[src/sv/qeb_pkg.sv]
// qeb_pkg: types and constants shared by the quadrature encoder with button block
// no dependencies; compile first

package qeb_pkg;

  localparam int unsigned CfgIdxW  = 2;
  localparam int unsigned CfgDataW = 8;

  typedef enum logic [1:0] {
    OP_TICK        = 2'd0,
    OP_READ_COUNT  = 2'd1,
    OP_READ_BUTTON = 2'd2
  } opcode_e;

  // configuration register indexes
  localparam logic [CfgIdxW-1:0] CFG_STEPS_MODE = 2'd0;
  localparam logic [CfgIdxW-1:0] CFG_HOLD_TICKS = 2'd1;

  // steps per detent codes
  localparam logic [1:0] MODE_ONE_STEP  = 2'd0;
  localparam logic [1:0] MODE_TWO_STEP  = 2'd1;

  localparam logic [1:0] STEPS_MODE_RST = 2'd0;
  localparam logic [7:0] HOLD_TICKS_RST = 8'd10;

  typedef struct packed {
    logic [1:0] opcode;
    logic       phase_a;
    logic       phase_b;
    logic       button_pressed;
  } in_req_t;

  typedef struct packed {
    logic signed [7:0] count;
    logic              press_event;
  } out_rsp_t;

  // result from the core toward the output stage
  typedef struct packed {
    logic     valid;
    out_rsp_t data;
  } rsp_t;

endpackage

[src/sv/qeb_stream_if.sv]
// qeb_stream_if: valid/ready channel carrying one payload of type T
// depends on qeb_pkg for the default payload type

interface qeb_stream_if #(
  parameter type T = qeb_pkg::in_req_t
);
  logic valid;
  logic ready;
  T     data;

  modport source (output valid, output data, input ready);
  modport sink (input valid, input data, output ready);
endinterface

[src/sv/qeb_core.sv]
// qeb_core: configuration registers, encoder and button state, result logic
// depends on qeb_pkg

module qeb_core (
  input  logic                             clk_i,
  input  logic                             rst_ni,
  input  logic                             cfg_we_i,
  input  logic [qeb_pkg::CfgIdxW-1:0]      cfg_idx_i,
  input  logic [qeb_pkg::CfgDataW-1:0]     cfg_data_i,
  input  logic                             req_fire_i,
  input  qeb_pkg::in_req_t                 req_i,
  output qeb_pkg::rsp_t                    rsp_o
);
  import qeb_pkg::*;

  logic [1:0] mode_q;
  logic [7:0] hold_ticks_q;
  logic [7:0] delta_q, delta_d;
  logic [1:0] last_q, last_d;
  logic [7:0] hold_q, hold_d;

  logic [1:0] pos;
  logic [1:0] diff;
  logic [7:0] detents;
  logic [7:0] rem_mask;
  logic       press_match;

  // gray decode of the pins, then direction from last minus new
  assign pos  = {req_i.phase_a, req_i.phase_a ^ req_i.phase_b};
  assign diff = last_q - pos;
  assign press_match = (hold_q == hold_ticks_q);

  always_comb begin
    unique case (mode_q)
      MODE_ONE_STEP: begin
        detents  = delta_q;
        rem_mask = 8'h00;
      end
      MODE_TWO_STEP: begin
        detents  = 8'($signed(delta_q) >>> 1);
        rem_mask = 8'h01;
      end
      default: begin
        detents  = 8'($signed(delta_q) >>> 2);
        rem_mask = 8'h03;
      end
    endcase
  end

  always_comb begin
    delta_d = delta_q;
    last_d  = last_q;
    hold_d  = hold_q;
    rsp_o   = '0;
    if (req_fire_i) begin
      unique case (req_i.opcode)
        OP_TICK: begin
          if (req_i.button_pressed) begin
            if (hold_q == 8'd0) begin
              hold_d = hold_ticks_q;
            end
          end else begin
            if (hold_q != 8'd0) begin
              hold_d = hold_q - 8'd1;
            end
            if (diff[0]) begin
              last_d  = pos;
              delta_d = diff[1] ? delta_q + 8'd1 : delta_q - 8'd1;
            end
          end
        end
        OP_READ_COUNT: begin
          rsp_o.valid      = 1'b1;
          rsp_o.data.count = $signed(detents);
          delta_d          = delta_q & rem_mask;
        end
        OP_READ_BUTTON: begin
          rsp_o.valid = 1'b1;
          if (press_match) begin
            rsp_o.data.press_event = 1'b1;
            hold_d                 = hold_q - 8'd1;
          end
        end
        default: begin
        end
      endcase
    end
  end

  always_ff @(posedge clk_i or negedge rst_ni) begin
    if (!rst_ni) begin
      mode_q       <= STEPS_MODE_RST;
      hold_ticks_q <= HOLD_TICKS_RST;
      delta_q      <= '0;
      last_q       <= '0;
      hold_q       <= '0;
    end else begin
      if (cfg_we_i && cfg_idx_i == CFG_STEPS_MODE) begin
        mode_q <= cfg_data_i[1:0];
      end
      if (cfg_we_i && cfg_idx_i == CFG_HOLD_TICKS) begin
        hold_ticks_q <= cfg_data_i;
      end
      delta_q <= delta_d;
      last_q  <= last_d;
      hold_q  <= hold_d;
    end
  end

endmodule

[src/sv/qeb_out_skid.sv]
// qeb_out_skid: result register plus skid entry toward the output channel
// depends on qeb_pkg and qeb_stream_if

module qeb_out_skid (
  input  logic          clk_i,
  input  logic          rst_ni,
  input  qeb_pkg::rsp_t rsp_i,
  output logic          ready_o,
  qeb_stream_if.source  out_o
);
  import qeb_pkg::*;

  logic     out_valid_q;
  out_rsp_t out_data_q;
  logic     skid_valid_q;
  out_rsp_t skid_data_q;
  logic     advance;

  // output register may take new data when empty or drained this cycle
  assign advance   = !out_valid_q || out_o.ready;
  assign ready_o   = !skid_valid_q;
  assign out_o.valid = out_valid_q;
  assign out_o.data  = out_data_q;

  always_ff @(posedge clk_i or negedge rst_ni) begin
    if (!rst_ni) begin
      out_valid_q  <= 1'b0;
      skid_valid_q <= 1'b0;
    end else if (advance) begin
      out_valid_q  <= skid_valid_q || rsp_i.valid;
      skid_valid_q <= 1'b0;
    end else if (rsp_i.valid) begin
      skid_valid_q <= 1'b1;
    end
  end

  always_ff @(posedge clk_i) begin
    if (advance) begin
      out_data_q <= skid_valid_q ? skid_data_q : rsp_i.data;
    end else if (rsp_i.valid) begin
      skid_data_q <= rsp_i.data;
    end
  end

endmodule

[src/sv/quadrature_encoder_with_button_unit.sv]
// quadrature encoder decoder with push button
// a read request's result is registered in the output register, or in the skid entry while the output is stalled
// throughput: one request per cycle while the skid entry is empty, set by the state update in qeb_core
// a stalled result parks in a one-entry skid stage; input ready drops only while it is full
// reset (async, active low) clears delta, position, hold counter and loads config defaults
// depends on qeb_pkg, qeb_stream_if, qeb_core, qeb_out_skid

module quadrature_encoder_with_button_unit (
  input  logic                         clk_i,
  input  logic                         rst_ni,
  input  logic                         cfg_we_i,
  input  logic [qeb_pkg::CfgIdxW-1:0]  cfg_idx_i,
  input  logic [qeb_pkg::CfgDataW-1:0] cfg_data_i,
  qeb_stream_if.sink                   in_i,
  qeb_stream_if.source                 out_o
);
  import qeb_pkg::*;

  rsp_t rsp;
  logic ready;
  logic req_fire;

  assign in_i.ready = ready;
  assign req_fire   = in_i.valid && ready;

  qeb_core u_core (
    .clk_i      (clk_i),
    .rst_ni     (rst_ni),
    .cfg_we_i   (cfg_we_i),
    .cfg_idx_i  (cfg_idx_i),
    .cfg_data_i (cfg_data_i),
    .req_fire_i (req_fire),
    .req_i      (in_i.data),
    .rsp_o      (rsp)
  );

  qeb_out_skid u_out (
    .clk_i   (clk_i),
    .rst_ni  (rst_ni),
    .rsp_i   (rsp),
    .ready_o (ready),
    .out_o   (out_o)
  );

endmodule

[src/flat_wrapper.sv]
// flat-port wrapper written by rule: the top's interface ports become plain ports
module quadrature_encoder_with_button_unit_flat import qeb_pkg::*;
  (clk_i, rst_ni, cfg_we_i, cfg_idx_i, cfg_data_i, in_i_valid, in_i_data, in_i_ready, out_o_valid, out_o_data, out_o_ready);
  qeb_stream_if #(.T(in_req_t)) in_i_i ();
  qeb_stream_if #(.T(out_rsp_t)) out_o_i ();
  input  logic clk_i;
  input  logic rst_ni;
  input  logic cfg_we_i;
  input  logic [qeb_pkg::CfgIdxW-1:0] cfg_idx_i;
  input  logic [qeb_pkg::CfgDataW-1:0] cfg_data_i;
  input wire logic [$bits(in_i_i.valid)-1:0] in_i_valid;
  input wire logic [$bits(in_i_i.data)-1:0] in_i_data;
  output wire logic [$bits(in_i_i.ready)-1:0] in_i_ready;
  output wire logic [$bits(out_o_i.valid)-1:0] out_o_valid;
  output wire logic [$bits(out_o_i.data)-1:0] out_o_data;
  input wire logic [$bits(out_o_i.ready)-1:0] out_o_ready;
  assign in_i_i.valid = in_i_valid;
  assign in_i_i.data = in_i_data;
  assign in_i_ready = in_i_i.ready;
  assign out_o_valid = out_o_i.valid;
  assign out_o_data = out_o_i.data;
  assign out_o_i.ready = out_o_ready;
  quadrature_encoder_with_button_unit u_core (.clk_i(clk_i), .rst_ni(rst_ni), .cfg_we_i(cfg_we_i), .cfg_idx_i(cfg_idx_i), .cfg_data_i(cfg_data_i), .in_i(in_i_i), .out_o(out_o_i));
endmodule
[config.mk]
export PLATFORM = sky130hd
export DESIGN_NAME = quadrature_encoder_with_button_unit_flat
export DESIGN_NICKNAME = d
export VERILOG_FILES = /design/src/sv/qeb_pkg.sv /design/src/sv/qeb_stream_if.sv /design/src/sv/qeb_core.sv /design/src/sv/qeb_out_skid.sv /design/src/sv/quadrature_encoder_with_button_unit.sv /design/src/flat_wrapper.sv
export SDC_FILE = /design/constraint.sdc
export NUM_CORES = 1
export LEC_CHECK = 0
export CORE_ASPECT_RATIO = 0.8
export CORE_MARGIN = 2
export CORE_UTILIZATION = 60
export CTS_BUF_LIST = sky130_fd_sc_hd__clkbuf_8
export DETAILED_ROUTE_END_ITERATION = 8
export DONT_BUFFER_PORTS = 1
export PLACE_DENSITY = 0.87
export SYNTH_ARGS = -nofsm -noshare
export SYNTH_HDL_FRONTEND = slang
export SYNTH_SLANG_ARGS = --single-unit
[constraint.sdc]
create_clock -name clk_i -period 2.8 [get_ports clk_i]
set_input_delay 0.14 -clock clk_i [delete_from_list [all_inputs] [get_ports clk_i]]
set_output_delay 0.14 -clock clk_i [all_outputs]
set_load 0.01 [all_outputs]
==> metrics, run 1 <==
crit share post-route=0.8225; Required @ worst endpoint=~3 ns; via count=between 1,500 and 2,000; root buffer cell=clkbuf_8; final core occ=0.6911; GR Util met2=0.3273; count of pins over their slew limit=0; r2r endpoint=u_core.u_core.delta_q[6]$_DFFE_PN0P_; Post-synth EDFFs=18; leading cell type in the layout, fill and taps excluded=dfrtp_1; Pwr Density=between 800 and 900 nW/um^2; WL final=around 5500 um; status=finished clean; critical path type=register to register; VDD IR max=approximately 0.00067 V; TritonCTS sink count=48; worst hold start=in_i_data[1]; most frequent cells in the layout=28 x dfrtp_1, 24 x nor2_1, 18 x edfxtp_1, 16 x nand2_1, 16 x a21oi_1; Clk network pwr share=0.171; DRC violations left=0; Slew headroom=0.6331; design area=slightly below 3000 sq um; Distinct cells, synth=49; DR vias/cell=~6.2; Die X=79 um; Initial Util=0.6343; Clock Skew=~0.007 ns; Slowest-stage cell, CP=dfrtp_1; R2R depth=10; met3 global-route usage=0.06780; CTS clk-pin slew, worst paths=around 0.09 ns; sequential area share after synthesis=0.4791; Async SR Flop Fraction=0.6250; Post-layout nets=approximately 290; Placed Area=about 2700 sq um; Pleak=1.247 nW; CTS tree=done; vias in the first global route=roughly 1,800; setup_tns=0 ns; Max-Cap Viols=0; Seq pwr share=0.495; fraction of layout cells with a size suffix above 1=0.1260; worst-skew pair later-pin latency=between 0.3 and 0.4 ns; first-pass GRT wire length=9135 um; worst hold endpoint=u_core.u_core.last_q[0]$_DFFE_PN0P_; io pins=31; Mapped Area=between 2000 and 3000 sq um; die area=5056 sq um; largest net degree at the start of global routing=31; crit-path cells=inv_1, ha_1, xnor3_2, xnor2_1, ha_1, nor2_1, nor4b_4, a221oi_1, o21ai_0, o31ai_1; Net Sw Power=between 0.0009 and 0.001 W; worst path arrival time=around 2.5 ns; All-Layer GR Usage=0.2384; critical path fanouts, max=4; CP Capture Type=register; remaining antenna violation count=0; synthesized area per cell=between 10 and 15 sq um; ant diodes=0; row cnt=21; CTS HTree Levels=2; ys flop type=dfrtp_1; cells after synthesis=about 250; Final Hold Fails=0; post-CTS setup buffer count=0; syn nets=281; hold depth=3; Net Sw Frac=0.3886; TritonCTS buffer count=5; RSZ-0062 raised after global routing=false; met1 GRT Util=0.3659; DIE HEIGHT=roughly 64 um; Reg2Reg Setup Slack=just under 0.5 ns; Worst Hold Class=primary input to register; combinational power share=0.334; worst slew pin tran=0.5454 ns; CORE AREA=roughly 4300 sq um; DRT Pass-1 Iters=5; WL/cell=roughly 17 um; Layout area overhead=8.943%; 1st-iter DRT viols=between 150 and 200; Top cell by count, worst path=ha_1; Seq cells post-synth=48; setup violators final=0; R2R Path Start=u_core.u_core.last_q[0]$_DFFE_PN0P_; Internal=0.001477 W; Placer Congestion=0.9784; fin crit period=2.303 ns; critical path's largest stage delay=0.37 ns; hpwl dp=about 3800 um; Top Usage Layer GRT=met1; port bufs=0; crit path launch type=register; Max Buffers Root-to-Sink=2; initial antenna violation count=0; Max Freq=0.4342 GHz; Yosys warning count=0; GR Overflow Total=0
-- per-stage QoR --
stage	hold WS (ns)	instances	power (W)	worst slack, ns
after global placement	-0.1552	299	0.001918	0.6564
after CTS	0.06513	319	0.002403	0.5213
after floorplan	-0.1556	254	0.001807	0.7228
final	0.07843	319	0.002415	0.4969
after detailed placement	-0.1551	299	0.001967	0.5038
after global routing	0.09409	319	0.002571	0.3252
-- power groups by stage --
stage	sequential (W)	clock, W	combinational, W
after CTS	0.00119	0.000417	0.000798
after global placement	0.00119	0	0.000733
after global routing	0.00122	0.000447	0.000902
final	0.00120	0.000412	0.000808
after floorplan	0.00105	0	0.000756
after detailed placement	0.00120	0	0.000769
-- kinds of logic after synthesis --
logic type,after synthesis,synth area share
XOR/XNOR,12,0.05144
buffers and inverters,23,0.03707
multiplexers,19,0.07600
adder cells (fa/ha/maj),7,0.03244
AO/OA/AOI/OAI,61,0.1483
flip-flops,48,0.4791
AND/OR/NAND/NOR,84,0.1756
-- worst max-delay path by stage --
stage	start	slack, ns	to
2_1_floorplan	u_core.u_core.last_q[0]$_DFFE_PN0P_	0.72	u_core.u_core.delta_q[6]$_DFFE_PN0P_
3_3_place_gp	u_core.u_core.last_q[0]$_DFFE_PN0P_	0.66	u_core.u_core.delta_q[6]$_DFFE_PN0P_
3_5_place_dp	u_core.u_core.last_q[0]$_DFFE_PN0P_	0.50	u_core.u_core.delta_q[6]$_DFFE_PN0P_
4_1_cts	u_core.u_core.last_q[0]$_DFFE_PN0P_	0.52	u_core.u_core.delta_q[6]$_DFFE_PN0P_
5_1_grt	u_core.u_core.last_q[0]$_DFFE_PN0P_	0.33	u_core.u_core.delta_q[4]$_DFFE_PN0P_
6_report	u_core.u_core.last_q[0]$_DFFE_PN0P_	0.50	u_core.u_core.delta_q[6]$_DFFE_PN0P_
-- state kept, by name (all words and copies together) (netlist names) --
name                        cells
u_core.u_out.out_o.data         9
u_core.u_out.skid_data_q        9
u_core.u_core.delta_q           8
u_core.u_core.hold_q            8
u_core.u_core.hold_ticks_q      8
u_core.u_core.last_q            2
u_core.u_core.mode_q            2
u_core.u_out.out_o.valid        1
u_core.u_out.skid_valid_q       1
-- critical path, delay by kind of cell (launching register included) --
family                   cells  cell delay [ns]
XOR/XNOR                     2             0.49
AO/OA/AOI/OAI                3             0.44
AND/OR/NAND/NOR              2             0.42
adder cells (fa/ha/maj)      2             0.40
flip-flops                   1             0.37
buffers and inverters        1             0.07
-- Yosys cell counts (6+ instances only) --
library cell / instances / area, sq um
dfrtp_1: 28 / 700.7
nor2_1: 24 / 90.09
edfxtp_1: 18 / 540.5
a21oi_1: 16 / 80.08
nand2_1: 16 / 60.06
mux2_2: 12 / 135.1
o21ai_0: 11 / 55.05
a21o_1: 10 / 75.07
clkbuf_1: 9 / 33.78
xor2_1: 9 / 78.83
inv_1: 8 / 30.03
ha_1: 7 / 87.58
mux2i_1: 7 / 70.07
nand3_1: 6 / 30.03
-- cell type report --
| cell class | instances | area (sq um) |
|---|---|---|
| fill | 327 | 1315 |
| clock inverter | 3 | 18.77 |
| sequential | 48 | 1294 |
| multi-input combinational | 183 | 1306 |
| inverter | 8 | 30.03 |
| clock buffer | 5 | 68.82 |
| timing repair buffer | 15 | 152.6 |
| tap | 57 | 71.32 |
-- routing by layer --
layer	up-vias	wire, um
met3	5	406
met4	0	76
met1	946	2668
li1	952	-
met5	-	0
met2	76	2305
-- timing repair --
item | in CTS | in global routing
hold buffers | 12 | 0
resized for setup | 0 | 0
hold endpoints to repair | 42 | 0
Note: power is estimated with default switching activity, not from simulation.
==> inputs of run 2 (changes only) <==
clock period = 2.25 ns   (was 2.8 ns; I/O delays follow)
==> run 2 against run 1 <==
Net effect:
- clock skew barely moved
- worst hold slack improved by 0.020 ns
- count of clock-buffer cells in the layout did not move
- critical path depth did not move
- combinational power rose by 77%
- register-to-register slack got worse by 0.49 ns
- sequential share of layout area fell by 3.1 points
- global-route usage rose by 3.3 points
- utilization rose by 5.2 points
- first-iteration DRC count rose by 1.2%
- clock power rose by 110%
==> metrics, run 2 (synthesis gave the netlist of run 1 again) <==
GR Overflow Total=0; worst-skew pair later-pin latency=0.30 ns; 1st-iter DRT viols=174; crit path launch type=register; remaining antenna violation count=0; metal1 wirelength=approximately 2800 um; setup violators final=0; Initial Util=0.6343; CTS tree=done; CORE AREA=roughly 4300 sq um; row cnt=21; critical path type=register to register; Clock Skew=0.007160 ns; Max Buffers Root-to-Sink=2; DRC violations left=0; Post-layout nets=around 300; All-Layer GR Usage=0.2715; initial antenna violation count=0; Pwr Density=roughly 1200 nW/um^2; largest net degree at the start of global routing=31; die area=about 5100 sq um; crit share post-route=0.9953; Die X=just under 80 um; port bufs=0; VDD IR max=approximately 0.00084 V; Placer Congestion=0.9644; Worst Hold Class=primary input to register; root buffer cell=clkbuf_8; fraction of layout cells with a size suffix above 1=0.2036; Layout area overhead=17.15%; Place WS=roughly 0.017 ns; RSZ-0062 raised after global routing=true; Pleak=roughly 1.4 nW; most frequent cells in the layout=28 x dfrtp_1, 21 x nor2_1, 18 x edfxtp_1; setup_tns=0 ns; Required @ worst endpoint=about 2.5 ns; CTS HTree Levels=2; Slew headroom=0.6679; status=finished clean; Max Freq=roughly 0.45 GHz; hpwl dp=between 3000 and 4000 um; CP Capture Type=register; CTS clk-pin slew, worst paths=0.09 ns; TritonCTS sink count=between 40 and 50; via count=between 2,000 and 2,500; DR top layer=met4; DR vias/cell=approximately 6.4; first-pass GRT wire length=roughly 10,000 um; final worst slack=around 0.011 ns; TritonCTS buffer count=5; DRT Pass-1 Iters=6; WL final=between 6000 and 7000 um; count of pins over their slew limit=0; DR WL met2=~2900 um; ant diodes=0; met3 wire len=493 um; vias in the first global route=between 2,000 and 2,500; critical path fanouts, max=4; worst path arrival time=~2.4 ns; worst slew pin tran=~0.5 ns; hold slack=around 0.1 ns; WL/cell=around 19 um; DIE HEIGHT=about 64 um; io pins=31; leading cell type in the layout, fill and taps excluded=dfrtp_1; Max-Cap Viols=0; fin crit period=around 2.2 ns; Final Hold Fails=0
## run 2: path summary, 6_finish.rpt
kind                                                            start                                        end  slack [ns]  cells after the start
worst max-delay path              u_core.u_core.last_q[0]$_DFFE_PN0P_       u_core.u_core.delta_q[4]$_DFFE_PN0P_        0.01                     10
worst min-delay path                                     in_i_data[1]        u_core.u_core.last_q[0]$_DFFE_PN0P_         0.1                      3
worst max register to register    u_core.u_core.last_q[0]$_DFFE_PN0P_       u_core.u_core.delta_q[4]$_DFFE_PN0P_        0.01                     10
worst min register to register  u_core.u_out.skid_data_q[0]$_DFFE_PP_       u_core.u_out.out_o.data[0]$_DFFE_PN_        0.53                      1
max in group asynchronous                                      rst_ni  u_core.u_core.hold_ticks_q[1]$_DFFE_PN1P_        1.73                      2
min in group asynchronous                                      rst_ni       u_core.u_core.delta_q[0]$_DFFE_PN0P_        0.28                      2
## run 2: metrics by stage
stage / instance area (sq um) / instances / total power [W] / util
after floorplan: 2700 / 254 / 0.002249 / -
after global placement: 2769 / 305 / 0.002441 / 0.6505
after detailed placement: 2769 / 305 / 0.002522 / 0.6505
after CTS: 3068 / 326 / 0.003425 / 0.7208
after global routing: 3163 / 332 / 0.003925 / 0.7431
final: 3163 / 332 / 0.003733 / 0.7431
## run 2: metal layers
layer / up-vias / track usage
li1: 967 / -
met1: 1033 / 0.3893
met2: 108 / 0.4089
met3: 12 / 0.06780
met4: 0 / 0.08621
met5: - / 0
## run 2: cell type report
type,count,area (sq um)
clock buffer,5,68.82
tap,57,71.32
clock inverter,3,90.09
sequential,48,1294
fill,305,1094
multi-input combinational,183,1359
inverter,8,30.03
timing repair buffer,28,250.2
## run 2: timing repair
item	in CTS	in global routing
setup buffers	1	6
endpoints found under the setup margin	1	3
pin swaps	0	3
gates resized for setup	1	14
hold buffers	12	0
endpoints found under the hold margin	42	0
## run 2: critical path: stages (launching register included)
cell and delay (ns):
dfrtp_1 0.39, inv_2 0.08, ha_4 0.15, xnor3_2 0.29, xnor2_2 0.16, ha_2 0.21, nor2_4 0.12, nor4b_4 0.28
buf_4 0.17, nor2_2 0.04, o31ai_2 0.27
## run 2: power by group
group / leakage (nW) / internal [W] / switching (W)
registers: 0.544 / 0.00113 / 0.000330
clock network: 0.0784 / 0.000556 / 0.000295
logic: 0.737 / 0.000713 / 0.000714
total: 1.36 / 0.00239 / 0.00134
